**config.mk**
```make
export PLATFORM = sky130hd
export DESIGN_NAME = meg_sqrt
export DESIGN_NICKNAME = d
export VERILOG_FILES = /design/src/hdl/meg_pkg.sv /design/src/hdl/meg_sqrt.sv
export SDC_FILE = /design/constraint.sdc
export NUM_CORES = 2
export LEC_CHECK = 0
export ABC_AREA = 1
export BUFFER_PORTS_ARGS = -buffer_cell sky130_fd_sc_hd__buf_4
export CAP_MARGIN = 20
export CELL_PAD_IN_SITES_DETAIL_PLACEMENT = 1
export CELL_PAD_IN_SITES_GLOBAL_PLACEMENT = 1
export CORE_MARGIN = 2
export CORE_UTILIZATION = 39
export DETAILED_ROUTE_END_ITERATION = 7
export PLACE_DENSITY_LB_ADDON = 0.05
export SLEW_MARGIN = 20
export SYNTH_ARGS = -nofsm -noshare
export SYNTH_HDL_FRONTEND = slang
export SYNTH_SLANG_ARGS = --single-unit
```
**constraint.sdc**
```tcl
create_clock -name clock -period 4.4 [get_ports clock]
set_input_delay 0.88 -clock clock [delete_from_list [all_inputs] [get_ports clock]]
set_output_delay 0.88 -clock clock [all_outputs]
set_load 0.02 [all_outputs]
```
**src/hdl/meg_pkg.sv**
```systemverilog
// shared widths, constants and types of the mesh edge geometry block
package meg_pkg;

   localparam int FRAC_BITS = 16;
   localparam int COORD_W   = 28;
   localparam int DIFF_W    = COORD_W + 1;
   localparam int ABS_W     = COORD_W;
   localparam int LEN_W     = 29;
   localparam int DIST_W    = 30;
   localparam int GHOST_W   = 30;
   localparam int CD_W      = GHOST_W + 1;
   localparam int NORM_W    = FRAC_BITS + 2;

   localparam int SQ_IN_W   = 60;
   localparam int SQ_ROOT_W = 30;
   localparam int SQ_TMP_W  = SQ_IN_W + 2;

   localparam int DIV_N_W   = ABS_W + FRAC_BITS + 1;
   localparam int DIV_D_W   = LEN_W;
   localparam int DIV_Q_W   = FRAC_BITS + 1;
   localparam int DIV_TMP_W = DIV_N_W + 1;

   localparam int REQ_DATA_W = 8 * COORD_W;
   localparam int RSP_BITS   = 2 * NORM_W + 2 * COORD_W + LEN_W + DIST_W + 2 * GHOST_W;
   localparam int RSP_DATA_W = ((RSP_BITS + 7) / 8) * 8;

   typedef struct packed {
      logic                      vld;
      logic                      degen;
      logic                      flip;
      logic                      neg_x;
      logic                      neg_y;
      logic [ABS_W-1:0]          adx;
      logic [ABS_W-1:0]          ady;
      logic signed [COORD_W-1:0] mid_x;
      logic signed [COORD_W-1:0] mid_y;
      logic signed [GHOST_W-1:0] ghost_x;
      logic signed [GHOST_W-1:0] ghost_y;
   } info_type;

   typedef struct packed {
      info_type                  info;
      logic [LEN_W-1:0]          len;
      logic [DIST_W-1:0]         cdist;
   } post_type;

endpackage

```
**src/hdl/meg_sqrt.sv**
```systemverilog
// pipelined integer square root, one root bit per stage
module meg_sqrt import meg_pkg::*; (
   input  logic                 clock,
   input  logic                 en,
   input  logic [SQ_IN_W-1:0]   sq_in,
   output logic [SQ_ROOT_W-1:0] root
);

   logic [SQ_IN_W-1:0]   rem_ff  [0:SQ_ROOT_W-1];
   logic [SQ_ROOT_W-1:0] root_ff [0:SQ_ROOT_W-1];

   for (genvar j = 0; j < SQ_ROOT_W; j++) begin : g_stg
      localparam int B = SQ_ROOT_W - 1 - j;
      logic [SQ_IN_W-1:0]   cur_rem;
      logic [SQ_ROOT_W-1:0] cur_root;
      logic [SQ_TMP_W-1:0]  trial;
      logic                 take;
      logic [SQ_IN_W-1:0]   rem_in;
      logic [SQ_ROOT_W-1:0] root_in;

      if (j == 0) begin : g_first
         assign cur_rem  = sq_in;
         assign cur_root = '0;
      end else begin : g_next
         assign cur_rem  = rem_ff[j-1];
         assign cur_root = root_ff[j-1];
      end

      // (r + 2^b)^2 - r^2 with the low bits of r still clear
      assign trial   = (SQ_TMP_W'(cur_root) << (B + 1)) + (SQ_TMP_W'(1) << (2 * B));
      assign take    = SQ_TMP_W'(cur_rem) >= trial;
      assign rem_in  = take ? (cur_rem - trial[SQ_IN_W-1:0]) : cur_rem;
      assign root_in = take ? (cur_root | (SQ_ROOT_W'(1) << B)) : cur_root;

      always_ff @(posedge clock) begin
         if (en) begin
            rem_ff[j]  <= rem_in;
            root_ff[j] <= root_in;
         end
      end
   end

   assign root = root_ff[SQ_ROOT_W-1];

endmodule

```
==> impl_metrics.tcl <==
set metrics [dict create \
    remaining_drc_errors 0 \
    dp_hpwl_mm 391 \
    clk_latency_ns 0.94 \
    start_util_pct 39.1 \
    dpl.cell_count 19092 \
    crit_path_end_kind "register" \
    cts_made_buffers 263 \
    setup_tns_ns 0 \
    path_cells "inv_1 > ha_1 > nand2_1 > nor2_1 > nand2_1 > nor2_1 > nand3_1 > nand2_1 > inv_1 > nand3_4 > inv_2 > buf_4 > o21ai_0" \
    cpMaxStageDelayCell "o21ai_0" \
    clk_pin_slew_ns 0.06 \
    ctsRootBufferMaster "clkbuf_16" \
    synth_seq_cells 2205 \
    finalCritPeriodShare_pct 86.9 \
    setup_violations 0 \
    die_area_sq_um 326000 \
    overflow 0 \
    max_freq_mhz 261 \
    clock-skew-final_ns 0.0841 \
    num_rows 208 \
    n_fill_cell 37760 \
    cts_resized 0 \
    holdBufCountCts 0 \
    cts_tree "built" \
    ys_types 61 \
    vias 102254 \
    gp_congestion 0.966 \
    htreeDepth 5 \
    tightest_slew_ns 1.03 \
    p_sw_share_pct 36.0 \
    grt_pass1_vias 105613 \
    antenna_found_initial 15 \
    synthesis.nets 15242 \
    wl_per_cell_microns 24.3 \
    grt_util_all_layers_pct 28.7 \
    syn_area_sq_um 125000 \
    setup.worst_path.class "reg2reg" \
    finalNetCount 15607 \
    power_density_nw_per_um2 502 \
    worst_slew_margin_rel_pct 31.1 \
    min_path_type "in2reg" \
    comb_power_share_pct 26.7 \
    port_buffers 91 \
    rsz0062_at_grt "false" \
    p_int_mw 45.2 \
    via_per_inst 5.23 \
    synthFlopType "edfxtp_1" \
    cpPeakStageDelay_ns 0.80 \
    syn_to_final_growth_pct 12.1 \
    cts_buffer_depth 4 \
    drt_iter0_drc 7366 \
    clock_sinks 2205 \
    ant_nets 0 \
    final_cells 19560 \
    power_leakage_nw 60.6 \
    layout-drive-gt1-share_pct 5.31 \
    synth-edff-count 2205 \
    multiInputGateArea_sq_um 50000 \
    seq_area_frac_synth_pct 52.8 \
    core_sq_um 321000 \
    hold_viol 0 \
    postSynthCellCount 14687 \
    avgSynthCellArea_sq_um 8.54 \
    regArea_sq_um 66200 \
    async_flop_share_pct 0 \
    seq_power_share_pct 41.8 \
    p_sw_mw 25.5 \
    postLayoutCoreUtil_pct 43.9 \
    wirelength_mm 475 \
    status "finished clean" \
    chipHeight_microns 571 \
    grt_max_degree 156 \
    total_power_mw 70.6 \
    worst-path-max-fanout 30 \
    cts_setup_buffers 0 \
    critPathMostFrequentCell "nand2_1" \
    maxCapViolations 0 \
    io_pins 92 \
    whs_ns 0.125 \
    arrival_ns 4.38 \
    yosys_warnings 0 \
    die_x_microns 571 \
    grt_pass1_wl_mm 697 \
    crit_required_ns 4.95 \
    p_clk_share_pct 31.4 \
    fin_crit_ns 3.82 \
    drv_slew 0 \
    drt-pass1-iter-count 6 \
    ir_drop_v 0.000400 \
    cp-start-kind "register" \
]
==> critical path, delay by kind of cell, from the launching register on <==
family / cells / cell delay [ns]
AND/OR/NAND/NOR: 7 / 1.22
AO/OA/AOI/OAI: 1 / 0.80
flip-flops: 1 / 0.55
buffers and inverters: 4 / 0.52
adder cells (fa/ha/maj): 1 / 0.39
==> layer usage <==
| layer | vias to the layer above | wire length (microns) | global-route usage (%) |
|---|---|---|---|
| met5 | - | 0 | 0 |
| met4 | 0 | 16500 | 8.99 |
| met3 | 597 | 17100 | 2.62 |
| met2 | 2187 | 230000 | 49.8 |
| met1 | 50413 | 211000 | 37.9 |
| li1 | 49057 | - | - |
==> cells in the mapped netlist (all sizes together) (14+ instances only) <==
cell type | count | share of area (%)
nand3 | 761 | 3.1
inv | 2272 | 6.8
or2 | 44 | 0.22
nor2 | 1637 | 5.0
a21o | 27 | 0.16
nor4 | 164 | 0.82
a21boi | 18 | 0.11
a21oi | 695 | 2.9
edfxtp | 2205 | 53
nor3b | 15 | 0.090
nand4 | 291 | 1.5
buf | 109 | 0.61
ha | 493 | 4.9
o211ai | 14 | 0.084
xnor2 | 234 | 1.6
o21ai | 495 | 2.0
nor3 | 189 | 0.79
o21bai | 40 | 0.25
nand3b | 129 | 0.77
nand2 | 4607 | 14
xor2 | 194 | 1.4
==> power groups by stage <==
stage               logic (mW)  clock network, mW  registers [mW]
finish                    18.9               22.2            29.6
CTS                       18.8               22.8            29.5
detailed placement        18.6                  0            29.9
global placement          18.4                  0            29.9
floorplan                 12.2                  0            28.0
global route              21.1               23.4            29.7
==> final cells by class <==
class,count,area share [%]
Sequential cell,2205,47.1
Clock inverter,162,1.32
Inverter,2272,6.07
Timing Repair Buffer,215,1.35
Multi-Input combinational cell,10095,35.5
Antenna cell,5,0.00890
Clock buffer,301,4.83
Tap cell,4305,3.83
==> cell families after synthesis <==
family                     count (synthesis)  synth area share [%]
and+or+nand+nor                         7859                  26.2
adders and majority gates                493                  4.92
AOI/OAI and AO/OA                       1315                  5.70
DFF                                     2205                  52.8
buffers and inverters                   2387                  7.43
xor gates and xnor gates                 428                  2.99
==> state kept, by name, summed over array words and instances, names as in the netlist <==
| signal | cells |
|---|---|
| rem_ff | 1740 |
| root_ff | 465 |
==> layout by cell type, fill, tap and decap left out, types with 35 or more instances in the layout <==
cell       count
a21oi_2       50
clkbuf_1      35
buf_4        192
nand2_1     4583
nand4_1      291
inv_1       2252
clkbuf_16    266
ha_1         493
or2_2         43
clkinv_2      38
clkinv_1      46
nand3_1      751
nor3_1       183
o21bai_1      38
nor4_1       160
a21oi_1      645
o21ai_0      438
xnor2_1      234
nor2_1      1599
o21ai_1       46
xor2_1       194
nand3b_1     129
edfxtp_1    2205
==> stage by stage <==
stage	worst slack, ns	cell area [sq um]
after floorplan	2.20	125000
after global placement	-0.458	132000
after detailed placement	0.746	132000
after CTS	0.705	141000
after global routing	0.431	141000
final	0.576	141000
==> path summary, 6_finish.rpt <==
check                                         startpoint                  endpoint  slack (ns)  cells after the start
worst max-delay path            root_ff[5][42]$_DFFE_PP_  rem_ff[22][30]$_DFFE_PP_        0.58                     13
worst min-delay path                           sq_in[25]   rem_ff[0][25]$_DFFE_PP_        0.13                      1
worst max register to register  root_ff[5][42]$_DFFE_PP_  rem_ff[22][30]$_DFFE_PP_        0.58                     13
worst min register to register  rem_ff[11][27]$_DFFE_PP_  rem_ff[12][27]$_DFFE_PP_        0.43                      0
Note: power is estimated with default switching activity, not from simulation.
