[src/hdl/meg_pkg.sv]
// shared widths, constants and types of the mesh edge geometry block
package meg_pkg;

   localparam int FRAC_BITS = 16;
   localparam int COORD_W   = 28;
   localparam int DIFF_W    = COORD_W + 1;
   localparam int ABS_W     = COORD_W;
   localparam int LEN_W     = 29;
   localparam int DIST_W    = 30;
   localparam int GHOST_W   = 30;
   localparam int CD_W      = GHOST_W + 1;
   localparam int NORM_W    = FRAC_BITS + 2;

   localparam int SQ_IN_W   = 60;
   localparam int SQ_ROOT_W = 30;
   localparam int SQ_TMP_W  = SQ_IN_W + 2;

   localparam int DIV_N_W   = ABS_W + FRAC_BITS + 1;
   localparam int DIV_D_W   = LEN_W;
   localparam int DIV_Q_W   = FRAC_BITS + 1;
   localparam int DIV_TMP_W = DIV_N_W + 1;

   localparam int REQ_DATA_W = 8 * COORD_W;
   localparam int RSP_BITS   = 2 * NORM_W + 2 * COORD_W + LEN_W + DIST_W + 2 * GHOST_W;
   localparam int RSP_DATA_W = ((RSP_BITS + 7) / 8) * 8;

   typedef struct packed {
      logic                      vld;
      logic                      degen;
      logic                      flip;
      logic                      neg_x;
      logic                      neg_y;
      logic [ABS_W-1:0]          adx;
      logic [ABS_W-1:0]          ady;
      logic signed [COORD_W-1:0] mid_x;
      logic signed [COORD_W-1:0] mid_y;
      logic signed [GHOST_W-1:0] ghost_x;
      logic signed [GHOST_W-1:0] ghost_y;
   } info_type;

   typedef struct packed {
      info_type                  info;
      logic [LEN_W-1:0]          len;
      logic [DIST_W-1:0]         cdist;
   } post_type;

endpackage

[src/hdl/meg_div.sv]
// pipelined restoring divider, one quotient bit per stage
module meg_div import meg_pkg::*; (
   input  logic               clock,
   input  logic               en,
   input  logic [DIV_N_W-1:0] num,
   input  logic [DIV_D_W-1:0] den,
   output logic [DIV_Q_W-1:0] quo
);

   logic [DIV_N_W-1:0] rem_ff [0:DIV_Q_W-1];
   logic [DIV_D_W-1:0] den_ff [0:DIV_Q_W-1];
   logic [DIV_Q_W-1:0] quo_ff [0:DIV_Q_W-1];

   for (genvar j = 0; j < DIV_Q_W; j++) begin : g_stg
      localparam int Q = DIV_Q_W - 1 - j;
      logic [DIV_N_W-1:0]   cur_rem;
      logic [DIV_D_W-1:0]   cur_den;
      logic [DIV_Q_W-1:0]   cur_quo;
      logic [DIV_TMP_W-1:0] shifted;
      logic                 take;

      if (j == 0) begin : g_first
         assign cur_rem = num;
         assign cur_den = den;
         assign cur_quo = '0;
      end else begin : g_next
         assign cur_rem = rem_ff[j-1];
         assign cur_den = den_ff[j-1];
         assign cur_quo = quo_ff[j-1];
      end

      assign shifted = DIV_TMP_W'(cur_den) << Q;
      assign take    = DIV_TMP_W'(cur_rem) >= shifted;

      always_ff @(posedge clock) begin
         if (en) begin
            rem_ff[j] <= take ? (cur_rem - shifted[DIV_N_W-1:0]) : cur_rem;
            den_ff[j] <= cur_den;
            quo_ff[j] <= take ? (cur_quo | (DIV_Q_W'(1) << Q)) : cur_quo;
         end
      end
   end

   assign quo = quo_ff[DIV_Q_W-1];

endmodule

[config.mk]
export PLATFORM = sky130hd
export DESIGN_NAME = meg_div
export DESIGN_NICKNAME = d
export VERILOG_FILES = /design/src/hdl/meg_pkg.sv /design/src/hdl/meg_div.sv
export SDC_FILE = /design/constraint.sdc
export NUM_CORES = 2
export LEC_CHECK = 0
export BUFFER_PORTS_ARGS = -buffer_cell sky130_fd_sc_hd__buf_4
export CAP_MARGIN = 20
export CORE_ASPECT_RATIO = 1.25
export CORE_MARGIN = 1.5
export CORE_UTILIZATION = 30
export CTS_BUF_LIST = sky130_fd_sc_hd__clkbuf_8
export CTS_CLUSTER_DIAMETER = 50
export DETAILED_ROUTE_END_ITERATION = 6
export GPL_TIMING_DRIVEN = 0
export REMOVE_ABC_BUFFERS = 1
export SETUP_SLACK_MARGIN = 0.1
export SLEW_MARGIN = 5
export SYNTH_ARGS = -nofsm -noshare
export SYNTH_HDL_FRONTEND = slang
export SYNTH_SLANG_ARGS = --single-unit
export TNS_END_PERCENT = 20
[constraint.sdc]
create_clock -name clock -period 7.1 [get_ports clock]
set_input_delay 1.42 -clock clock [delete_from_list [all_inputs] [get_ports clock]]
set_output_delay 1.42 -clock clock [all_outputs]
set_load 0.01 [all_outputs]
==> out/metrics.cfg <==
[run_status]
status=completed

[worst_setup_path]
crit_family=compound AO/OA/AOI/OAI gates
worstPathBufferInverterCount=1
cp.depth=10
startpoint_type=flop
crit_type=reg -> reg
max_stage_delay_ns=0.83
crit_fanout=36
crit_chain=ha_1 > a2111oi_0 > o21ai_0 > a31o_2 > o211ai_1 > o211ai_1 > o21ai_0 > and2_1 > inv_2 > mux2_2
cp.arrival_ns=5.88
r2r.worst_path.cells=10
crit_path_end=rem_ff[0][343]
crit_path_top_delay_cell=and2_1
rr_startpoint=rem_ff[0][283]
timing.rr.end=rem_ff[0][343]
cp-end-kind=flop
r2r_slack_ns=1.90
setup.worst_path.start=rem_ff[0][283]
cp.required_ns=7.78

[cts]
clk_pin_slew_worst_paths_ns=0.06
clk_latency_ns=0.95
ctsResizeCount=0
postCtsHoldBufs=0
cts_setup_buffers=0
cts_buffer_depth=3
cts_sinks=1337
cts_buffers=232
cts_tree=built
htree_levels=4
cts-root-buf=clkbuf_8

[detailed_routing]
drtPass1Iterations=5
routedWlPerCell_um=15.5
drt_iter0_drc=2370
vias=49296
viasPerCell=4.81
route.detailed.drc=0
antenna_left=0
drt-total-wl_um=159000

[power]
peakVddDrop_mv=0.147
power.density_nw_per_um2=387
power_mw=32.1
p_leak_nw=32.4

[global_routing]
grt_pass1_vias=50732
grt_overflow=0
antenna_found_initial=2
grt_max_degree=194
grt_pass1_wl_um=251000
grt_usage=0.124

[placed_design]
gp_congestion=0.930
place_area_sq_um=78500
dp_hpwl_um=121000
io_buffers=92

[job]
drv_cap=0

[sta]
min_period_ns=5.20
relSlewSlack=0.179
post-route-period-util=0.732
max_clock_freq_mhz=192
finalHoldViolCount=0
final-setup-viol-count=0
skew_ns=0.0561
rsz0062_at_grt=no
worstMarginPinSlew_ns=1.22
worst_hold_slack_ns=0.408
drv_slew=0

[hold_path]
hold_class=reg -> reg

[die]
rows=203
dieArea_sq_um=248000
die_h_um=557
ioPinCount=93
start_util=0.301
coreArea_sq_um=244000
die_w_um=446

[logic_synthesis]
async_reset_ff_frac=0
synthDistinctLibCells=88
ys.flop_type=edfxtp_1
netlist_area_sq_um=73600
avgSynthCellArea_sq_um=11.2
yosysWarnings=0
synth-seq-cells=1337
synth_edf_count=1337
yosysSeqAreaShare=0.546
postSynthCellCount=6585

[finish]
syn2layout_area_growth_pct=12.5
final_area_sq_um=82800
fin_nets=7367
drive_gt1_frac=0.0809

-- logic make-up after synthesis --
logic type | count (synthesis) | synth area share
compound gates | 1711 | 0.143
simple gates | 1663 | 0.110
xor+xnor | 505 | 0.0601
fa+ha+maj | 509 | 0.0882
mux | 88 | 0.0134
buf+inv | 772 | 0.0396
flops | 1337 | 0.546
-- cell type report --
class,count,area (sq um)
repair buffers,122,1280
multi-input cells,4476,30600
flip-flops and latches,1337,40100
diodes,6,15.0
fillers,24204,162000
inverters,613,2300
well taps,3280,4100
clock inverters,192,1150
clock buffers,232,3190
-- cell usage in the layout, fill, tap and decap left out, drive strengths merged, types with 30 or more instances in the layout --
| cell type | instances |
|---|---|
| nor4 | 80 |
| o31ai | 43 |
| a21o | 241 |
| o21ai | 418 |
| a211oi | 30 |
| nor2 | 427 |
| a31oi | 57 |
| and3 | 50 |
| clkinv | 98 |
| xor2 | 242 |
| buf | 122 |
| xnor2 | 263 |
| nand2 | 495 |
| inv | 695 |
| nand2b | 66 |
| nand3 | 112 |
| nand4 | 94 |
| nor2b | 62 |
| a21oi | 593 |
| mux2 | 82 |
| o21a | 51 |
| o21bai | 65 |
| or3 | 37 |
| edfxtp | 1337 |
| clkbuf | 232 |
| ha | 493 |
| nor3 | 95 |
-- state kept, by name, summed over array words and instances, names as in the netlist --
register and flops:
rem_ff 720, quo_ff 153, den_ff 464
-- layer usage --
layer / part of all wire / global-route usage / up-vias / wire [um]
met4: 0.071 / 0.0880 / 2 / 11300
li1: - / - / 24682 / -
met3: 0.032 / 0.0200 / 532 / 5120
met1: 0.36 / 0.115 / 22900 / 58100
met2: 0.53 / 0.243 / 1180 / 84600
met5: 0.0013 / 0 / - / 214
-- through the flow --
| step | setup slack [ns] | utilization | TNS (ns) | cells |
|---|---|---|---|---|
| 2_1_floorplan | 1.51 | - | 0 | 6426 |
| 3_3_place_gp | -7.07 | 0.318 | -8911.88 | 9798 |
| 3_5_place_dp | 2.03 | 0.321 | 0 | 9828 |
| 4_1_cts | 2.01 | 0.339 | 0 | 10252 |
| 5_1_grt | 1.74 | 0.339 | 0 | 10258 |
| 6_report | 1.90 | 0.339 | 0 | 10258 |
-- power by group --
| part | internal, mW | switching, mW | leakage, nW |
|---|---|---|---|
| logic | 5.55 | 7.51 | 17.0 |
| clock network | 3.40 | 3.17 | 2.48 |
| registers | 11.4 | 1.08 | 12.9 |
-- worst min-delay path by stage --
stage	start	end	cells after the start
final	quo_ff[0][115]	quo_ff[0][132]	0
after global routing	quo_ff[0][115]	quo_ff[0][132]	0
after CTS	quo_ff[0][97]	quo_ff[0][114]	0
after detailed placement	quo_ff[0][97]	quo_ff[0][114]	0
after global placement	quo_ff[0][131]	quo_ff[1][12]	0
after floorplan	quo_ff[0][83]	quo_ff[0][100]	0
-- worst reg2reg max path: cells and delay by family, from the launching register on --
family                   cells  cell delay [ns]
AO/OA/AOI/OAI                6             2.29
AND/OR/NAND/NOR              1             0.83
adder cells (fa/ha/maj)      1             0.39
buffers and inverters        1             0.58
multiplexers                 1             0.44
flip-flops                   1             0.41
-- Yosys cell counts (all sizes together) (9+ instances only) --
cell type | number | area (sq um)
o211ai | 22 | 165
a21oi | 593 | 2970
a21o | 241 | 1810
mux2 | 82 | 923
clkbuf | 140 | 526
and3 | 50 | 318
nor4 | 80 | 500
xnor2 | 263 | 2300
and4 | 9 | 78.8
nand4 | 94 | 588
nand3 | 112 | 561
o22ai | 10 | 62.6
nand2b | 66 | 413
a211o | 16 | 140
nor3b | 10 | 75.1
o2111ai | 12 | 105
or3 | 37 | 231
inv | 612 | 2300
ha | 493 | 6170
nor2 | 427 | 1600
nand2 | 495 | 1860
and2 | 24 | 150
edfxtp | 1337 | 40100
nor3 | 95 | 480
o31ai | 43 | 323
o21bai | 65 | 488
xor2 | 242 | 2120
or2 | 22 | 138
or4 | 18 | 139
nand4b | 15 | 131
o21ai | 418 | 2090
a221oi | 11 | 103
buf | 19 | 91.3
a211oi | 30 | 225
nor2b | 62 | 388
a21boi | 16 | 120
a31oi | 57 | 357
o21a | 51 | 383
a2111oi | 16 | 153
fa | 16 | 320
nor4b | 21 | 184
o31a | 16 | 140
Note: power is estimated with default switching activity, not from simulation.
